--- config.mk ---
export PLATFORM = sky130hd
export DESIGN_NAME = i2c_bitbang_master_flat
export DESIGN_NICKNAME = d
export VERILOG_FILES = /design/src/rtl/ibm_pkg.sv /design/src/rtl/ibm_if.sv /design/src/rtl/ibm_front.sv /design/src/rtl/ibm_queue.sv /design/src/rtl/ibm_back.sv /design/src/rtl/i2c_bitbang_master.sv /design/src/flat_wrapper.sv
export SDC_FILE = /design/constraint.sdc
export NUM_CORES = 1
export LEC_CHECK = 0
export BUFFER_PORTS_ARGS = -buffer_cell sky130_fd_sc_hd__buf_4
export CELL_PAD_IN_SITES_DETAIL_PLACEMENT = 0
export CELL_PAD_IN_SITES_GLOBAL_PLACEMENT = 2
export CORE_ASPECT_RATIO = 0.5
export CORE_MARGIN = 5
export CORE_UTILIZATION = 36
export DETAILED_ROUTE_END_ITERATION = 6
export PLACE_DENSITY_LB_ADDON = 0.1
export REMOVE_ABC_BUFFERS = 1
export SETUP_SLACK_MARGIN = 0.15
export SKIP_LAST_GASP = 1
export SYNTH_ARGS = -nofsm -noshare
export SYNTH_HDL_FRONTEND = slang
export SYNTH_SLANG_ARGS = --single-unit
export TNS_END_PERCENT = 20
--- constraint.sdc ---
create_clock -name clk -period 4.8 [get_ports clk]
set_clock_uncertainty 0.15 [all_clocks]
set_input_delay 0.96 -clock clk [delete_from_list [all_inputs] [get_ports clk]]
set_output_delay 0.96 -clock clk [all_outputs]
set_load 0.03 [all_outputs]
--- src/rtl/ibm_pkg.sv ---
// Shared types, command codes and step tables for the I2C bit-level master.
`default_nettype none
package ibm_pkg;

	// Action codes carried by an input beat.
	localparam logic [2:0] ACT_TICK  = 3'd0;
	localparam logic [2:0] ACT_START = 3'd1;
	localparam logic [2:0] ACT_STOP  = 3'd2;
	localparam logic [2:0] ACT_WRITE = 3'd3;
	localparam logic [2:0] ACT_READ  = 3'd4;
	localparam logic [2:0] ACT_SACK  = 3'd5;
	localparam logic [2:0] ACT_RACK  = 3'd6;
	localparam logic [2:0] ACT_PULSE = 3'd7;

	// The idle command shares the tick code.
	localparam logic [2:0] CMD_IDLE = 3'd0;

	// Reset value of the step length register.
	localparam logic [15:0] PHASE_RESET = 16'd20;

	// Bit position that write byte drives first.
	localparam int MSB_IDX = 7;

	// Classified item as it travels from the front to the back.
	typedef struct packed {
		logic       is_tick;
		logic [2:0] cmd;
		logic       load_shift;
		logic [7:0] load_val;
		logic       sda_in;
	} item_t;

	// One result beat.
	typedef struct packed {
		logic       scl_level;
		logic       sda_level;
		logic       busy_res;
		logic       done_res;
		logic [7:0] rx_byte;
		logic       rx_ack;
		logic       status;
	} result_t;

	// Number of pin steps in each command.
	function automatic logic [4:0] step_total(input logic [2:0] cmd);
		logic [4:0] n;
		case (cmd)
			ACT_START: n = 5'd4;
			ACT_STOP:  n = 5'd3;
			ACT_WRITE: n = 5'd24;
			ACT_READ:  n = 5'd25;
			ACT_SACK:  n = 5'd3;
			ACT_RACK:  n = 5'd4;
			ACT_PULSE: n = 5'd2;
			default:   n = 5'd1;
		endcase
		return n;
	endfunction

endpackage
`default_nettype wire

--- src/rtl/ibm_if.sv ---
// Channel interfaces: command input, result output and configuration write.
`default_nettype none
interface ibm_cmd_if;
	logic       valid;
	logic       ready;
	logic [2:0] action;
	logic [7:0] tx_byte;
	logic       ack_bit;
	logic       sda_in;
	modport source (output valid, action, tx_byte, ack_bit, sda_in, input ready);
	modport sink   (input valid, action, tx_byte, ack_bit, sda_in, output ready);
endinterface

interface ibm_res_if;
	logic       valid;
	logic       ready;
	logic       scl_level;
	logic       sda_level;
	logic       busy_res;
	logic       done_res;
	logic [7:0] rx_byte;
	logic       rx_ack;
	logic       status;
	modport source (output valid, scl_level, sda_level, busy_res, done_res, rx_byte, rx_ack,
		status, input ready);
	modport sink   (input valid, scl_level, sda_level, busy_res, done_res, rx_byte, rx_ack,
		status, output ready);
endinterface

interface ibm_cfg_if;
	logic        valid;
	logic        ready;
	logic [15:0] data;
	modport source (output valid, data, input ready);
	modport sink   (input valid, data, output ready);
endinterface
`default_nettype wire

--- src/rtl/ibm_front.sv ---
// Front end: accepts command beats and classifies them into queue items.
`default_nettype none
module ibm_front import ibm_pkg::*; (
	ibm_cmd_if.sink    cmd,
	input  wire logic  q_full,
	output logic       q_push,
	output item_t      q_item
);

	// Accept whenever the queue has room.
	assign cmd.ready = !q_full;
	assign q_push    = cmd.valid && !q_full;

	// Decode the action and pick the value that preloads the shift register.
	always_comb begin
		q_item.is_tick    = (cmd.action == ACT_TICK);
		q_item.cmd        = cmd.action;
		q_item.sda_in     = cmd.sda_in;
		q_item.load_shift = 1'b0;
		q_item.load_val   = 8'h00;
		case (cmd.action)
			ACT_WRITE: begin
				q_item.load_shift = 1'b1;
				q_item.load_val   = cmd.tx_byte;
			end
			ACT_READ: begin
				q_item.load_shift = 1'b1;
			end
			ACT_SACK: begin
				q_item.load_shift = 1'b1;
				q_item.load_val   = {7'b0, cmd.ack_bit};
			end
			default: begin
			end
		endcase
	end

endmodule
`default_nettype wire

--- src/rtl/ibm_queue.sv ---
// Two-entry queue that decouples the front end from the sequencer.
`default_nettype none
module ibm_queue import ibm_pkg::*; (
	input  wire logic  clk,
	input  wire logic  arst_n,
	input  wire logic  push,
	input  wire item_t push_item,
	output logic       full,
	input  wire logic  pop,
	output logic       not_empty,
	output item_t      pop_item
);

	item_t      mem_q [2];
	logic       wr_ptr_q;
	logic       rd_ptr_q;
	logic [1:0] count_q;

	assign full      = (count_q == 2'd2);
	assign not_empty = (count_q != 2'd0);
	assign pop_item  = mem_q[rd_ptr_q];

	// Storage needs no reset.
	always_ff @(posedge clk) begin
		if (push) begin
			mem_q[wr_ptr_q] <= push_item;
		end
	end

	// Pointers and fill count.
	always_ff @(posedge clk or negedge arst_n) begin
		if (!arst_n) begin
			wr_ptr_q <= 1'b0;
			rd_ptr_q <= 1'b0;
			count_q  <= 2'd0;
		end else begin
			if (push) begin
				wr_ptr_q <= !wr_ptr_q;
			end
			if (pop) begin
				rd_ptr_q <= !rd_ptr_q;
			end
			if (push && !pop) begin
				count_q <= count_q + 2'd1;
			end else if (pop && !push) begin
				count_q <= count_q - 2'd1;
			end
		end
	end

endmodule
`default_nettype wire

--- src/rtl/ibm_back.sv ---
// Back end: pin-step sequencer state and the registered result stage.
`default_nettype none
module ibm_back import ibm_pkg::*; #(
	parameter int PRESCALE_BITS = 16
) (
	input  wire logic        clk,
	input  wire logic        arst_n,
	input  wire logic [15:0] phase_ticks,
	input  wire logic        q_not_empty,
	input  wire item_t       q_item,
	output logic             q_pop,
	ibm_res_if.source        res
);

	// Sequencer state.
	logic        scl_q, sda_q;
	logic [2:0]  cmd_q;
	logic [4:0]  step_q;
	logic [1:0]  sub_q;
	logic [7:0]  shift_q;
	logic [7:0]  rxb_q;
	logic        rxa_q;
	logic [15:0] pc_q;

	logic        scl_n, sda_n;
	logic [2:0]  cmd_n;
	logic [4:0]  step_n;
	logic [1:0]  sub_n;
	logic [7:0]  shift_n;
	logic [7:0]  rxb_n;
	logic        rxa_n;
	logic [15:0] pc_n;
	logic        done_n, status_n;

	logic [15:0] len_mask;
	logic [15:0] len_raw;
	logic [15:0] step_len;
	logic [16:0] pc_inc;
	logic [4:0]  step_inc;
	logic [1:0]  sub_wrap;

	// Output stage.
	logic        out_valid_q;
	result_t     out_q;

	// Pop when the output stage is free or being drained.
	assign q_pop = q_not_empty && (!out_valid_q || res.ready);

	// Effective step length: mask to the prescaler width, zero counts as one.
	always_comb begin
		for (int i = 0; i < 16; i++) begin
			len_mask[i] = (i < PRESCALE_BITS);
		end
		len_raw  = phase_ticks & len_mask;
		step_len = (len_raw == 16'd0) ? 16'd1 : len_raw;
	end

	assign pc_inc   = {1'b0, pc_q} + 17'd1;
	assign step_inc = step_q + 5'd1;
	assign sub_wrap = (sub_q == 2'd2) ? 2'd0 : sub_q + 2'd1;

	// Next state for the item at the head of the queue.
	always_comb begin
		scl_n    = scl_q;
		sda_n    = sda_q;
		cmd_n    = cmd_q;
		step_n   = step_q;
		sub_n    = sub_q;
		shift_n  = shift_q;
		rxb_n    = rxb_q;
		rxa_n    = rxa_q;
		pc_n     = pc_q;
		done_n   = 1'b0;
		status_n = 1'b0;
		if (q_item.is_tick) begin
			if (cmd_q != CMD_IDLE) begin
				// The pin action or sample happens on the first tick of a step.
				if (pc_q == 16'd0) begin
					case (cmd_q)
						ACT_START: begin
							case (step_q)
								5'd0:    sda_n = 1'b1;
								5'd1:    scl_n = 1'b1;
								5'd2:    sda_n = 1'b0;
								default: scl_n = 1'b0;
							endcase
						end
						ACT_STOP: begin
							case (step_q)
								5'd0:    sda_n = 1'b0;
								5'd1:    scl_n = 1'b1;
								default: sda_n = 1'b1;
							endcase
						end
						ACT_WRITE: begin
							case (sub_q)
								2'd0: begin
									sda_n   = shift_q[MSB_IDX];
									shift_n = {shift_q[6:0], 1'b0};
								end
								2'd1:    scl_n = 1'b1;
								default: scl_n = 1'b0;
							endcase
						end
						ACT_READ: begin
							if (step_q == 5'd0) begin
								sda_n = 1'b1;
							end else begin
								case (sub_q)
									2'd0:    scl_n = 1'b1;
									2'd1:    shift_n = {shift_q[6:0], q_item.sda_in};
									default: scl_n = 1'b0;
								endcase
							end
						end
						ACT_SACK: begin
							case (step_q)
								5'd0:    sda_n = shift_q[0];
								5'd1:    scl_n = 1'b1;
								default: scl_n = 1'b0;
							endcase
						end
						ACT_RACK: begin
							case (step_q)
								5'd0:    sda_n = 1'b1;
								5'd1:    scl_n = 1'b1;
								5'd2:    rxa_n = q_item.sda_in;
								default: scl_n = 1'b0;
							endcase
						end
						ACT_PULSE: begin
							scl_n = (step_q == 5'd0);
						end
						default: begin
						end
					endcase
				end
				// Step timing and advance to the next step.
				if (pc_inc >= {1'b0, step_len}) begin
					pc_n = 16'd0;
					if (cmd_q == ACT_WRITE) begin
						sub_n = sub_wrap;
					end else if (cmd_q == ACT_READ && step_q != 5'd0) begin
						sub_n = sub_wrap;
					end
					if (step_inc >= step_total(cmd_q)) begin
						if (cmd_q == ACT_READ) begin
							rxb_n = shift_n;
						end
						cmd_n  = CMD_IDLE;
						step_n = 5'd0;
						done_n = 1'b1;
					end else begin
						step_n = step_inc;
					end
				end else begin
					pc_n = pc_inc[15:0];
				end
			end
		end else if (cmd_q != CMD_IDLE) begin
			// A command while busy is refused and changes nothing.
			status_n = 1'b1;
		end else begin
			cmd_n  = q_item.cmd;
			step_n = 5'd0;
			sub_n  = 2'd0;
			pc_n   = 16'd0;
			if (q_item.load_shift) begin
				shift_n = q_item.load_val;
			end
		end
	end

	// Sequencer registers.
	always_ff @(posedge clk or negedge arst_n) begin
		if (!arst_n) begin
			scl_q   <= 1'b1;
			sda_q   <= 1'b1;
			cmd_q   <= CMD_IDLE;
			step_q  <= 5'd0;
			sub_q   <= 2'd0;
			shift_q <= 8'h00;
			rxb_q   <= 8'h00;
			rxa_q   <= 1'b1;
			pc_q    <= 16'd0;
		end else if (q_pop) begin
			scl_q   <= scl_n;
			sda_q   <= sda_n;
			cmd_q   <= cmd_n;
			step_q  <= step_n;
			sub_q   <= sub_n;
			shift_q <= shift_n;
			rxb_q   <= rxb_n;
			rxa_q   <= rxa_n;
			pc_q    <= pc_n;
		end
	end

	// Result valid flag.
	always_ff @(posedge clk or negedge arst_n) begin
		if (!arst_n) begin
			out_valid_q <= 1'b0;
		end else if (q_pop) begin
			out_valid_q <= 1'b1;
		end else if (res.ready) begin
			out_valid_q <= 1'b0;
		end
	end

	// Result payload.
	always_ff @(posedge clk) begin
		if (q_pop) begin
			out_q.scl_level <= scl_n;
			out_q.sda_level <= sda_n;
			out_q.busy_res  <= (cmd_n != CMD_IDLE);
			out_q.done_res  <= done_n;
			out_q.rx_byte   <= rxb_n;
			out_q.rx_ack    <= rxa_n;
			out_q.status    <= status_n;
		end
	end

	assign res.valid     = out_valid_q;
	assign res.scl_level = out_q.scl_level;
	assign res.sda_level = out_q.sda_level;
	assign res.busy_res  = out_q.busy_res;
	assign res.done_res  = out_q.done_res;
	assign res.rx_byte   = out_q.rx_byte;
	assign res.rx_ack    = out_q.rx_ack;
	assign res.status    = out_q.status;

endmodule
`default_nettype wire

--- src/rtl/i2c_bitbang_master.sv ---
// Top level of the I2C bit-level master: front end, queue, sequencer, config.
//
// Usage: the cmd channel carries one beat per tick or command (action, tx_byte,
// ack_bit, sda_in). Each accepted beat produces exactly one beat on the res
// channel with the pin levels, busy, done, last received byte and ack, and a
// status bit that flags a command refused while a sequence runs.
// Tick beats advance the current command by one pin step every phase_ticks
// ticks; commands take effect only when the sequencer is idle.
// Each beat is written into the queue and its result is registered in the
// output stage. Throughput is one beat per clock while res is ready; the
// sequencer updates its state once for each beat popped.
// A two-entry queue separates the front end from the sequencer, so cmd stays
// ready while a result waits; when res stalls the queue fills and cmd.ready
// drops after at most two more beats, with nothing lost.
// The cfg channel writes phase_ticks and is always ready; write it only when
// the block is idle.
// Reset releases both pins, clears the sequencer and sets phase_ticks to 20.
`default_nettype none
module i2c_bitbang_master import ibm_pkg::*; #(
	parameter int PRESCALE_BITS = 16
) (
	input  wire logic clk,
	input  wire logic arst_n,
	ibm_cmd_if.sink   cmd,
	ibm_res_if.source res,
	ibm_cfg_if.sink   cfg
);

	logic        q_full, q_push, q_pop, q_not_empty;
	item_t       push_item, pop_item;
	logic [15:0] phase_ticks_q;

	// Step length register.
	assign cfg.ready = 1'b1;
	always_ff @(posedge clk or negedge arst_n) begin
		if (!arst_n) begin
			phase_ticks_q <= PHASE_RESET;
		end else if (cfg.valid) begin
			phase_ticks_q <= cfg.data;
		end
	end

	ibm_front u_front (
		.cmd    (cmd),
		.q_full (q_full),
		.q_push (q_push),
		.q_item (push_item)
	);

	ibm_queue u_queue (
		.clk       (clk),
		.arst_n    (arst_n),
		.push      (q_push),
		.push_item (push_item),
		.full      (q_full),
		.pop       (q_pop),
		.not_empty (q_not_empty),
		.pop_item  (pop_item)
	);

	ibm_back #(
		.PRESCALE_BITS (PRESCALE_BITS)
	) u_back (
		.clk         (clk),
		.arst_n      (arst_n),
		.phase_ticks (phase_ticks_q),
		.q_not_empty (q_not_empty),
		.q_item      (pop_item),
		.q_pop       (q_pop),
		.res         (res)
	);

endmodule
`default_nettype wire
--- src/flat_wrapper.sv ---
// flat-port wrapper written by rule: the top's interface ports become plain ports
module i2c_bitbang_master_flat import ibm_pkg::*;
#(
	parameter int PRESCALE_BITS = 16
)
  (clk, arst_n, cmd_valid, cmd_action, cmd_tx_byte, cmd_ack_bit, cmd_sda_in, cmd_ready, res_valid, res_scl_level, res_sda_level, res_busy_res, res_done_res, res_rx_byte, res_rx_ack, res_status, res_ready, cfg_valid, cfg_data, cfg_ready);
  ibm_cmd_if cmd_i ();
  ibm_res_if res_i ();
  ibm_cfg_if cfg_i ();
  input  wire logic clk;
  input  wire logic arst_n;
  input wire logic [$bits(cmd_i.valid)-1:0] cmd_valid;
  input wire logic [$bits(cmd_i.action)-1:0] cmd_action;
  input wire logic [$bits(cmd_i.tx_byte)-1:0] cmd_tx_byte;
  input wire logic [$bits(cmd_i.ack_bit)-1:0] cmd_ack_bit;
  input wire logic [$bits(cmd_i.sda_in)-1:0] cmd_sda_in;
  output wire logic [$bits(cmd_i.ready)-1:0] cmd_ready;
  output wire logic [$bits(res_i.valid)-1:0] res_valid;
  output wire logic [$bits(res_i.scl_level)-1:0] res_scl_level;
  output wire logic [$bits(res_i.sda_level)-1:0] res_sda_level;
  output wire logic [$bits(res_i.busy_res)-1:0] res_busy_res;
  output wire logic [$bits(res_i.done_res)-1:0] res_done_res;
  output wire logic [$bits(res_i.rx_byte)-1:0] res_rx_byte;
  output wire logic [$bits(res_i.rx_ack)-1:0] res_rx_ack;
  output wire logic [$bits(res_i.status)-1:0] res_status;
  input wire logic [$bits(res_i.ready)-1:0] res_ready;
  input wire logic [$bits(cfg_i.valid)-1:0] cfg_valid;
  input wire logic [$bits(cfg_i.data)-1:0] cfg_data;
  output wire logic [$bits(cfg_i.ready)-1:0] cfg_ready;
  assign cmd_i.valid = cmd_valid;
  assign cmd_i.action = cmd_action;
  assign cmd_i.tx_byte = cmd_tx_byte;
  assign cmd_i.ack_bit = cmd_ack_bit;
  assign cmd_i.sda_in = cmd_sda_in;
  assign cmd_ready = cmd_i.ready;
  assign res_valid = res_i.valid;
  assign res_scl_level = res_i.scl_level;
  assign res_sda_level = res_i.sda_level;
  assign res_busy_res = res_i.busy_res;
  assign res_done_res = res_i.done_res;
  assign res_rx_byte = res_i.rx_byte;
  assign res_rx_ack = res_i.rx_ack;
  assign res_status = res_i.status;
  assign res_i.ready = res_ready;
  assign cfg_i.valid = cfg_valid;
  assign cfg_i.data = cfg_data;
  assign cfg_ready = cfg_i.ready;
  i2c_bitbang_master #(.PRESCALE_BITS(PRESCALE_BITS)) u_core (.clk(clk), .arst_n(arst_n), .cmd(cmd_i), .res(res_i), .cfg(cfg_i));
endmodule
Yosys cells after proc, flatten, opt, wreduce, memory -nomap -nowiden
Memory sizes are Yosys's and may differ from the RTL's.
Cells that the tools add are included.
{"block": "op_classes", "add_sub_neg": 5, "n_lt_le_gt_ge": 2, "eq_ne": 19, "n_mux": 74, "n_reduce_logical": 34}
{"operator": "$mux 8", "n": 13}
{"operator": "$mux 16", "n": 5}
{"operator": "$mux 5", "n": 8}
{"operator": "$logic_not 16->1", "n": 2}
{"operator": "$pmux 8 s2", "n": 2}
{"operator": "$pmux 5 s5", "n": 1}
{"operator": "$mux 1", "n": 23}
{"operator": "$eq 3x3->1 const B", "n": 6}
{"operator": "$mux 2", "n": 9}
{"operator": "$add 16x1->17 const B", "n": 1}
{"operator": "$ge 17x16->1", "n": 1}
{"operator": "$mux 3", "n": 5}
{"operator": "$pmux 1 s2", "n": 6}
{"operator": "$eq 3x2->1 const B", "n": 3}
{"operator": "$reduce_and 4->1", "n": 2}
{"operator": "$reduce_bool 2->1", "n": 4}
{"operator": "$reduce_or 2->1", "n": 4}
{"operator": "$logic_not 1->1", "n": 6}
{"operator": "$pmux 1 s6", "n": 1}
{"operator": "$reduce_and 3->1", "n": 2}
{"operator": "$reduce_bool 3->1", "n": 2}
{"operator": "$add 5x1->5 const B", "n": 1}
{"operator": "$eq 5x1->1 const B", "n": 1}
{"operator": "$eq 5x2->1 const B", "n": 1}
{"operator": "other kinds (18)", "n": 25}
{"block": "word_totals", "regBits": 80, "ramBits": 28, "in_bits": 34, "output_inout_bits": 17, "wordCells": 156, "memories": 1}
{"memory": "u_core.u_queue.mem_q", "depth": 2, "word_bits": 14, "read_ports": 1, "rd_clocked_by_memory_dff": 0, "wr": 1, "line_no": "ibm_queue.sv:14", "rtl": "item_t mem_q [2];"}

Longest topological paths before layout
Gate-level depths: netlist (run 1).
{"block": "depth", "word_depth": 12, "mapped_depth": 16, "mapped_depth_nobuf": 14}

By module
Synthesis (run 1) repeated with hierarchy kept, for this count alone.
{"block": "unflattened", "hier_cells": 559, "hier_area_um2": 6242.2}
{"mod": "ibm_back", "n_inst": 1, "cells_each": 443, "area_each_um2": 4199.0, "seq_area_each_um2": 1575.3}
{"mod": "ibm_queue", "n_inst": 1, "cells_each": 60, "area_each_um2": 1252.5, "seq_area_each_um2": 940.9}
{"mod": "i2c_bitbang_master", "n_inst": 1, "cells_each": 36, "area_each_um2": 663.1, "seq_area_each_um2": 402.9}
{"mod": "ibm_front", "n_inst": 1, "cells_each": 20, "area_each_um2": 127.6, "seq_area_each_um2": 0.0}

Least setup slack after synthesis (run 1)
OpenSTA, ideal clock, no wires.
{"block": "synth_path", "path_type": "reg-to-reg", "startpoint": "register u_core.u_back.pc_q[3]", "endpoint": "register u_core.u_back.res.rx_byte[0] (netlist name)", "setup_time_ns": 0.260, "t_arrival_ns": 3.248, "required_time_ns": 4.390, "slack_ns": 1.142, "path_stages_with_launch": 17, "n_path_buf": 2, "period_less_slack_ns": 3.658, "cell_sequence": "dfrtp_1 -> buf_4 -> nand4_1 -> nor2_1 -> and4_1 -> nand4_1 -> xor2_1 -> inv_1 -> ha_1 -> a21o_1 -> a221o_1 -> a311oi_2 -> o21ai_2 -> o2111a_4 -> nor2b_4 -> buf_6 -> mux2_4"}
{"block": "synth_via", "elab_chain_cells": 7, "elab_cells_between_ends": 9, "classes_between": "add/sub (1); order compare (1); mux (6); reduce/logical (1)"}
{"item": "start, declared", "line_no": "ibm_back.sv:23", "rtl": "logic [15:0] pc_q;"}
{"item": "start signal, assigned", "line_no": "ibm_back.sv:195", "rtl": "pc_q <= pc_n;"}
{"item": "branches (longest 4 deep; another with $add 16x1->17)"}
{"item": "$mux 8 *", "line_no": "ibm_back.sv:139", "rtl": "if (pc_inc >= {1'b0, step_len}) begin"}
{"item": "$mux 8 *", "line_no": "ibm_back.sv:76", "rtl": "if (cmd_q != CMD_IDLE) begin"}
{"item": "$mux 8 *", "line_no": "ibm_back.sv:75", "rtl": "if (q_item.is_tick) begin"}
{"item": "via u_core.u_back.rxb_n[0]", "line_no": "ibm_back.sv:30", "rtl": "logic [7:0] rxb_n;"}
Mark *: on every way through the listed nets, which the timed path passes.
A chain may end at the register's enable or synchronous reset.

Final worst setup path (run 1)
{"block": "layout_path", "startpoint": "register u_core.u_back.pc_q[3]", "endpoint": "register u_core.u_back.res.rx_byte[5] (netlist name)"}
{"block": "layout_via", "elab_chain_cells": 7, "elab_cells_between_ends": 9, "classes_between": "add/sub (1); order compare (1); mux (6); reduce/logical (1)"}
{"item": "branches (longest 4 deep; another with $add 16x1->17)"}
{"item": "$mux 8 *", "line_no": "ibm_back.sv:139"}
{"item": "$mux 8 *", "line_no": "ibm_back.sv:76"}
{"item": "$mux 8 *", "line_no": "ibm_back.sv:75"}
{"item": "via u_core.u_back.rxb_n[5]", "line_no": "ibm_back.sv:30"}
Marks and branches as above.

==> impl_metrics.ini, run 1 <==
[clocking]
ctsRootBufferMaster = clkbuf_16
clk_latency_ns = 0.35
postCtsSetupRepairBufs = 0
ctsHoldBuffers = 0
path_clk_slew_ns = 0.08
htree_levels = 3
cts_buffers = 9
ctsResizeCount = 0
cts_sinks = 108
cts_tree = done
clockBufferDepth = 2

[setup_path]
path_buf_inv = 0
regToRegStartpoint = u_core.u_back.pc_q[3]
max_stage_delay_ns = 0.48
setup.worst_path.end_class = register
crit_chain = nand4_1 -> nor2_1 -> nand3_1 -> nor2_1 -> nand3_1 -> xnor2_1 -> ha_1 -> a21boi_0 -> o22ai_1 -> o211ai_1 -> o21ai_2 -> o2111a_4 -> nor2b_4 -> mux2_4
critPathArrivalTime_ns = 4.24
cp_top_family = simple AND/OR/NAND/NOR gates
cp-start-kind = register
critPathSlowestCell = dfrtp_1
worst-r2r-cell-count = 14
crit_start = u_core.u_back.pc_q[3]
critPathMaxFanout = 8
r2r_slack_ns = 0.51
r2r_end = u_core.u_back.res.rx_byte[5]
cp_data_required_time_ns = 4.75
crit_type = register to register

[drt]
first_pass_iters = 5
wire_per_inst_um = 16.0
drt_wl_total_um = 13600
drtAntennaViolNets = 0
via_per_inst = 4.94
drc_errors = 0
vias = 4198
drt-initial-drc-count = 237

[sta]
setup_viol = 0
maxSlewHeadroom_pct = 41.5
rsz0062_at_grt = false
hold_viol_final = 0
fin_tns_setup_ns = 0
max_freq_mhz = 233
fin_crit_sh_pct = 89.3
min_period_ns = 4.29
maxSlewViolCount = 0
timing_worst_slew_pin_value_ns = 0.878

[min_path]
min_path_cells = 2
hold_path.class = register to register
min_to = u_core.u_back.rxa_q
hold_start = u_core.u_back.rxa_q

[logic_synthesis]
synth_seq_cells = 108
syn_area_per_cell_um2 = 10.4
netlist_instances = 575
synthArstFlopShare_pct = 61.1
synth.top_cell.area_share_pct = 25.6
ys_seq_area_share_pct = 48.9
synth_cell_types = 65
synthTopCellsByCount = o21ai_0, dfrtp_1, nand2_1
yosysMostFrequentCell = o21ai_0
ys.flop_type = dfrtp_1
synth_edf_count = 42
ys_warn_count = 0
synth_area_leaders = dfrtp_1, edfxtp_1, ha_1
yosysTopAreaCell = dfrtp_1
synth_area_um2 = 5970

[cells_and_area]
num_antenna_cells = 0
design_area_um2 = 6890
final_net_count = 680
fin_util_pct = 42.3
area_delta_synth_final_pct = 15.5
fill_cells = 1597
final_layout_size_suffix_gt1_share_pct = 19.8
final_cells = 849

[global_routing]
grt_pass1_vias = 4349
antenna_found_initial = 0
grt_use_total_pct = 14.9
grt_max_degree = 67
gr-total-overflow = 0
grt_pass1_wl_um = 22700

[power_and_ir_drop]
leakage_nw = 3.01
peakVddDrop_mv = 0.205
powerDensity_nw_per_um2 = 507

[flow_run]
max-cap-violations = 0

[run_status]
outcome = complete, no violations

[floorplanning]
die_x_um = 192
io_pins = 51
core_um2 = 16300
die_y_um = 101
std_cell_rows = 33
die_area_um2 = 19400
start_util_pct = 36.6

[placed_design]
port_buffers = 49
gp_congestion = 0.809
dpl.hpwl_um = 9850
place_inst = 833
postPlaceCellArea_um2 = 6560
[worst reg2reg max path: stages, from the launching register on]
cell and delay, ns:
dfrtp_1 0.48, nand4_1 0.24, nor2_1 0.17, nand3_1 0.24
nor2_1 0.33, nand3_1 0.18, xnor2_1 0.16, ha_1 0.33
a21boi_0 0.10, o22ai_1 0.12, o211ai_1 0.15, o21ai_2 0.34
o2111a_4 0.36, nor2b_4 0.37, mux2_4 0.34
[kinds of logic (layout without fill, tap and decap cells)]
family,count (synthesis),count (layout),share of synthesized area [%]
multiplexers,43,43,8.36
AND/OR/NAND/NOR,178,178,15.0
XOR/XNOR,22,22,3.23
flip-flops,108,108,48.9
adder cells (fa/ha/maj),29,29,6.08
buffers and inverters,61,108,4.23
AO/OA/AOI/OAI,133,133,14.1
other,1,1,0.0628
[area by class of cell]
| class | count | area [um2] | share of cell area [%] |
|---|---|---|---|
| Clock buffer | 9 | 225 | 3.27 |
| Inverter | 34 | 128 | 1.85 |
| Clock inverter | 7 | 104 | 1.51 |
| Tap cell | 227 | 284 | 4.12 |
| Multi-Input combinational cell | 406 | 2800 | 40.6 |
| Timing Repair Buffer | 58 | 435 | 6.32 |
| Sequential cell | 108 | 2920 | 42.4 |
[worst max-delay path by stage]
stage	end	slack, ns	depth (start not counted)
2_1_floorplan	u_core.u_back.res.rx_byte[0]	1.16	14
3_3_place_gp	u_core.u_back.res.rx_byte[4]	0.65	14
3_5_place_dp	u_core.u_back.res.rx_byte[5]	0.56	14
4_1_cts	u_core.u_back.res.rx_byte[5]	0.53	14
5_1_grt	u_core.u_back.res.rx_byte[1]	0.29	14
6_report	u_core.u_back.res.rx_byte[5]	0.51	14
[power by group]
group / internal, mW / switching [mW] / total (mW)
registers: 1.19 / 0.175 / 1.37
logic: 0.498 / 0.796 / 1.29
clock network: 0.466 / 0.368 / 0.834
total: 2.15 / 1.34 / 3.49
[sequential cells by signal, indices dropped and copies added (netlist names), 3 cells and up]
register	count
u_core.u_queue.mem_q	28
u_core.u_back.cmd_q	3
u_core.u_back.rxb_q	8
u_core.phase_ticks_q	16
u_core.u_back.shift_q	8
u_core.u_back.res.rx_byte	8
u_core.u_back.step_q	5
u_core.u_back.pc_q	16
[layer usage]
metal | share of wire (%) | track usage (%) | wire length (um)
met1 | 50 | 20.5 | 6720
met2 | 47 | 24.3 | 6350
met3 | 2.8 | 3.32 | 375
met4 | 0.83 | 3.07 | 112
met5 | 0 | 0 | 0
[cells in the final DEF (no fill, tap or decap), drive strengths merged, types with 7 or more instances in the layout]
cell type | netlist | routed
o21ai | 66 | 66
nand2 | 62 | 62
dfrtp | 61 | 61
buf | 12 | 58
edfxtp | 42 | 42
inv | 34 | 37
mux2 | 31 | 31
nor2 | 30 | 30
ha | 29 | 29
nand3 | 21 | 21
a21oi | 19 | 19
nor3 | 14 | 14
mux2i | 12 | 12
xnor2 | 11 | 11
nand2b | 11 | 11
xor2 | 11 | 11
and2 | 9 | 9
clkbuf | 15 | 9
nand4 | 8 | 8
o31ai | 8 | 8
a21o | 7 | 7
nor4 | 7 | 7
[metrics by stage]
step	total power [mW]	hold WS, ns	setup slack [ns]
floorplan	2.22	0.288	1.16
global placement	2.69	0.294	0.654
detailed placement	2.70	0.305	0.557
CTS	3.54	0.315	0.527
global route	3.74	0.344	0.294
finish	3.49	0.315	0.513
No activity file was read; power rests on OpenSTA's default activity.
==> run 2: changes to the inputs <==
--- a/config.mk
+++ b/config.mk
@@ -10,7 +10,7 @@
 export CELL_PAD_IN_SITES_GLOBAL_PLACEMENT = 2
 export CORE_ASPECT_RATIO = 0.5
 export CORE_MARGIN = 5
-export CORE_UTILIZATION = 36
+export CORE_UTILIZATION = 35
 export DETAILED_ROUTE_END_ITERATION = 6
 export PLACE_DENSITY_LB_ADDON = 0.1
 export REMOVE_ABC_BUFFERS = 1
==> constraint.sdc (replaced) <==
create_clock -name clk -period 3.9 [get_ports clk]
set_clock_uncertainty 0.15 [all_clocks]
set_input_delay 0.78 -clock clk [delete_from_list [all_inputs] [get_ports clk]]
set_output_delay 0.78 -clock clk [all_outputs]
set_load 0.1 [all_outputs]
==> impl_metrics.ini, run 2 (synthesis gave the netlist of run 1 again) <==
[run_status]
outcome = complete, no violations

[placed_design]
port_buffers = 49
dpl.hpwl_um = 10200
gp_congestion = 0.791
place_inst = 852
postPlaceCellArea_um2 = 6720

[global_routing]
antenna_found_initial = 0
grt_pass1_wl_um = 23700
grt_max_degree = 67
gr-total-overflow = 0
grt_use_total_pct = 15.0
grt_pass1_vias = 4699

[drt]
drc_errors = 0
drt_wl_total_um = 14000
wire_per_inst_um = 16.1
via_per_inst = 5.01
drtAntennaViolNets = 0
drt-initial-drc-count = 192
wl_met3_um = 492
dr.max_layer_used = met4
vias = 4371
wl_met2_um = 6590
routedLengthMet1_um = 6740
first_pass_iters = 4

[cells_and_area]
final_common_cell = buf_4
final_net_count = 704
fin_util_pct = 43.0
final_layout_size_suffix_gt1_share_pct = 24.3
fill_cells = 1619
final_cells = 873
mostFrequentLayoutCells = buf_4, o21ai_0, nand2_1, dfrtp_1, edfxtp_1
num_antenna_cells = 0
top_regs = u_core.u_queue.mem_q: 28 flops, u_core.phase_ticks_q: 16 flops, u_core.u_back.pc_q: 16 flops
max_flop_register = u_core.u_queue.mem_q
design_area_um2 = 7120
area_delta_synth_final_pct = 19.4
largest_reg_flops = 28

[sta]
timing_worst_slew_pin_value_ns = 0.889
rsz0062_at_grt = true
hold_viol_final = 0
min_period_ns = 3.66
maxSlewViolCount = 0
maxSlewHeadroom_pct = 40.8
fin_tns_setup_ns = 0
fin_crit_sh_pct = 94.0
setup_viol = 0
timing.hold.ws_ns = 0.308
max_freq_mhz = 273

[power_and_ir_drop]
leakage_nw = 3.13
powerDensity_nw_per_um2 = 638
peakVddDrop_mv = 0.370

[floorplanning]
die_x_um = 195
io_pins = 51
die_y_um = 102
die_area_um2 = 19900
start_util_pct = 36.0
std_cell_rows = 33
core_um2 = 16600

[clocking]
path_clk_slew_ns = 0.08
ctsHoldBuffers = 0
ctsRootBufferMaster = clkbuf_16
htree_levels = 3
cts_tree = done
clockBufferDepth = 2
clk_latency_ns = 0.35
cts_sinks = 108
cts_buffers = 9

[setup_path]
r2r_slack_ns = 0.24
critPathSlowestCell = dfrtp_1
max_stage_delay_ns = 0.37
critPathArrivalTime_ns = 3.62
cp_top_family = compound AO/OA/AOI/OAI gates
path_buf_inv = 2
crit_chain = nand4_1 -> nor2_2 -> nand3_1 -> buf_4 -> nor2_1 -> xor2_1 -> ha_1 -> and3_4 -> a221o_1 -> a311oi_2 -> o21ai_2 -> o2111a_4 -> nor2b_4 -> buf_12 -> mux2_4
setup.worst_path.end_class = register
cp-start-kind = register
crit_type = register to register
critPathMaxFanout = 8
cp_data_required_time_ns = 3.85

[min_path]
hold_path.class = register to register

[flow_run]
max-cap-violations = 0
[run 2: cell count changes in the layout (fill, tap and decap cells not counted), sizes merged]
cell / change
inv: -2
clkinv: +5
buf: +24
bufinv: -1
clkinvlp: -2
[run 2: metal layers]
layer | vias up | track usage, %
li1 | 2188 | -
met1 | 2098 | 19.3
met2 | 69 | 25.8
met3 | 16 | 3.23
met4 | 0 | 4.97
met5 | - | 0
[run 2: worst paths after layout]
| check | start | to | depth (start not counted) |
|---|---|---|---|
| worst min register to register | u_core.u_back.rxa_q | u_core.u_back.rxa_q | 2 |
| worst min-delay path | u_core.u_back.rxa_q | u_core.u_back.rxa_q | 2 |
| worst max-delay path | u_core.u_back.pc_q[6] | u_core.u_back.res.rx_byte[7] | 15 |
| max in group asynchronous | arst_n | u_core.u_back.pc_q[0] | 1 |
| worst max register to register | u_core.u_back.pc_q[6] | u_core.u_back.res.rx_byte[7] | 15 |
| min in group asynchronous | arst_n | u_core.phase_ticks_q[1] | 1 |
[run 2: metrics by stage]
step           worst slack (ns)  total power [mW]
6_report                  0.235              4.55
5_1_grt                  0.0403              4.88
4_1_cts                   0.162              4.61
3_5_place_dp             0.0733              3.65
3_3_place_gp              0.112              3.64
2_1_floorplan             0.259              3.03
[run 2: repair_timing]
item | CTS | global route
pin swaps | 5 | 10
cloned | 0 | 0
resized for setup | 0 | 10
setup endpoints to repair | 8 | 31
buffers inserted | 4 | 1
[run 2: layout make-up]
class,count,area (um2),area share [%]
Sequential cell,108,2920,41.0
Multi-Input combinational cell,406,2850,40.1
Timing Repair Buffer,82,628,8.82
Tap cell,227,284,3.99
Clock buffer,9,225,3.16
Inverter,34,128,1.79
Clock inverter,7,85.1,1.19
[run 2: tightest hold or removal path, stage by stage, from the launching register on]
cell	delay (ns)
dfstp_2	0.37
nand2_1	0.05
nand2_1	0.04
[run 2: power by group]
part / switching [mW] / internal [mW]
clock: 0.437 / 0.509
combinational: 1.30 / 0.627
sequential: 0.203 / 1.47
total: 1.94 / 2.60
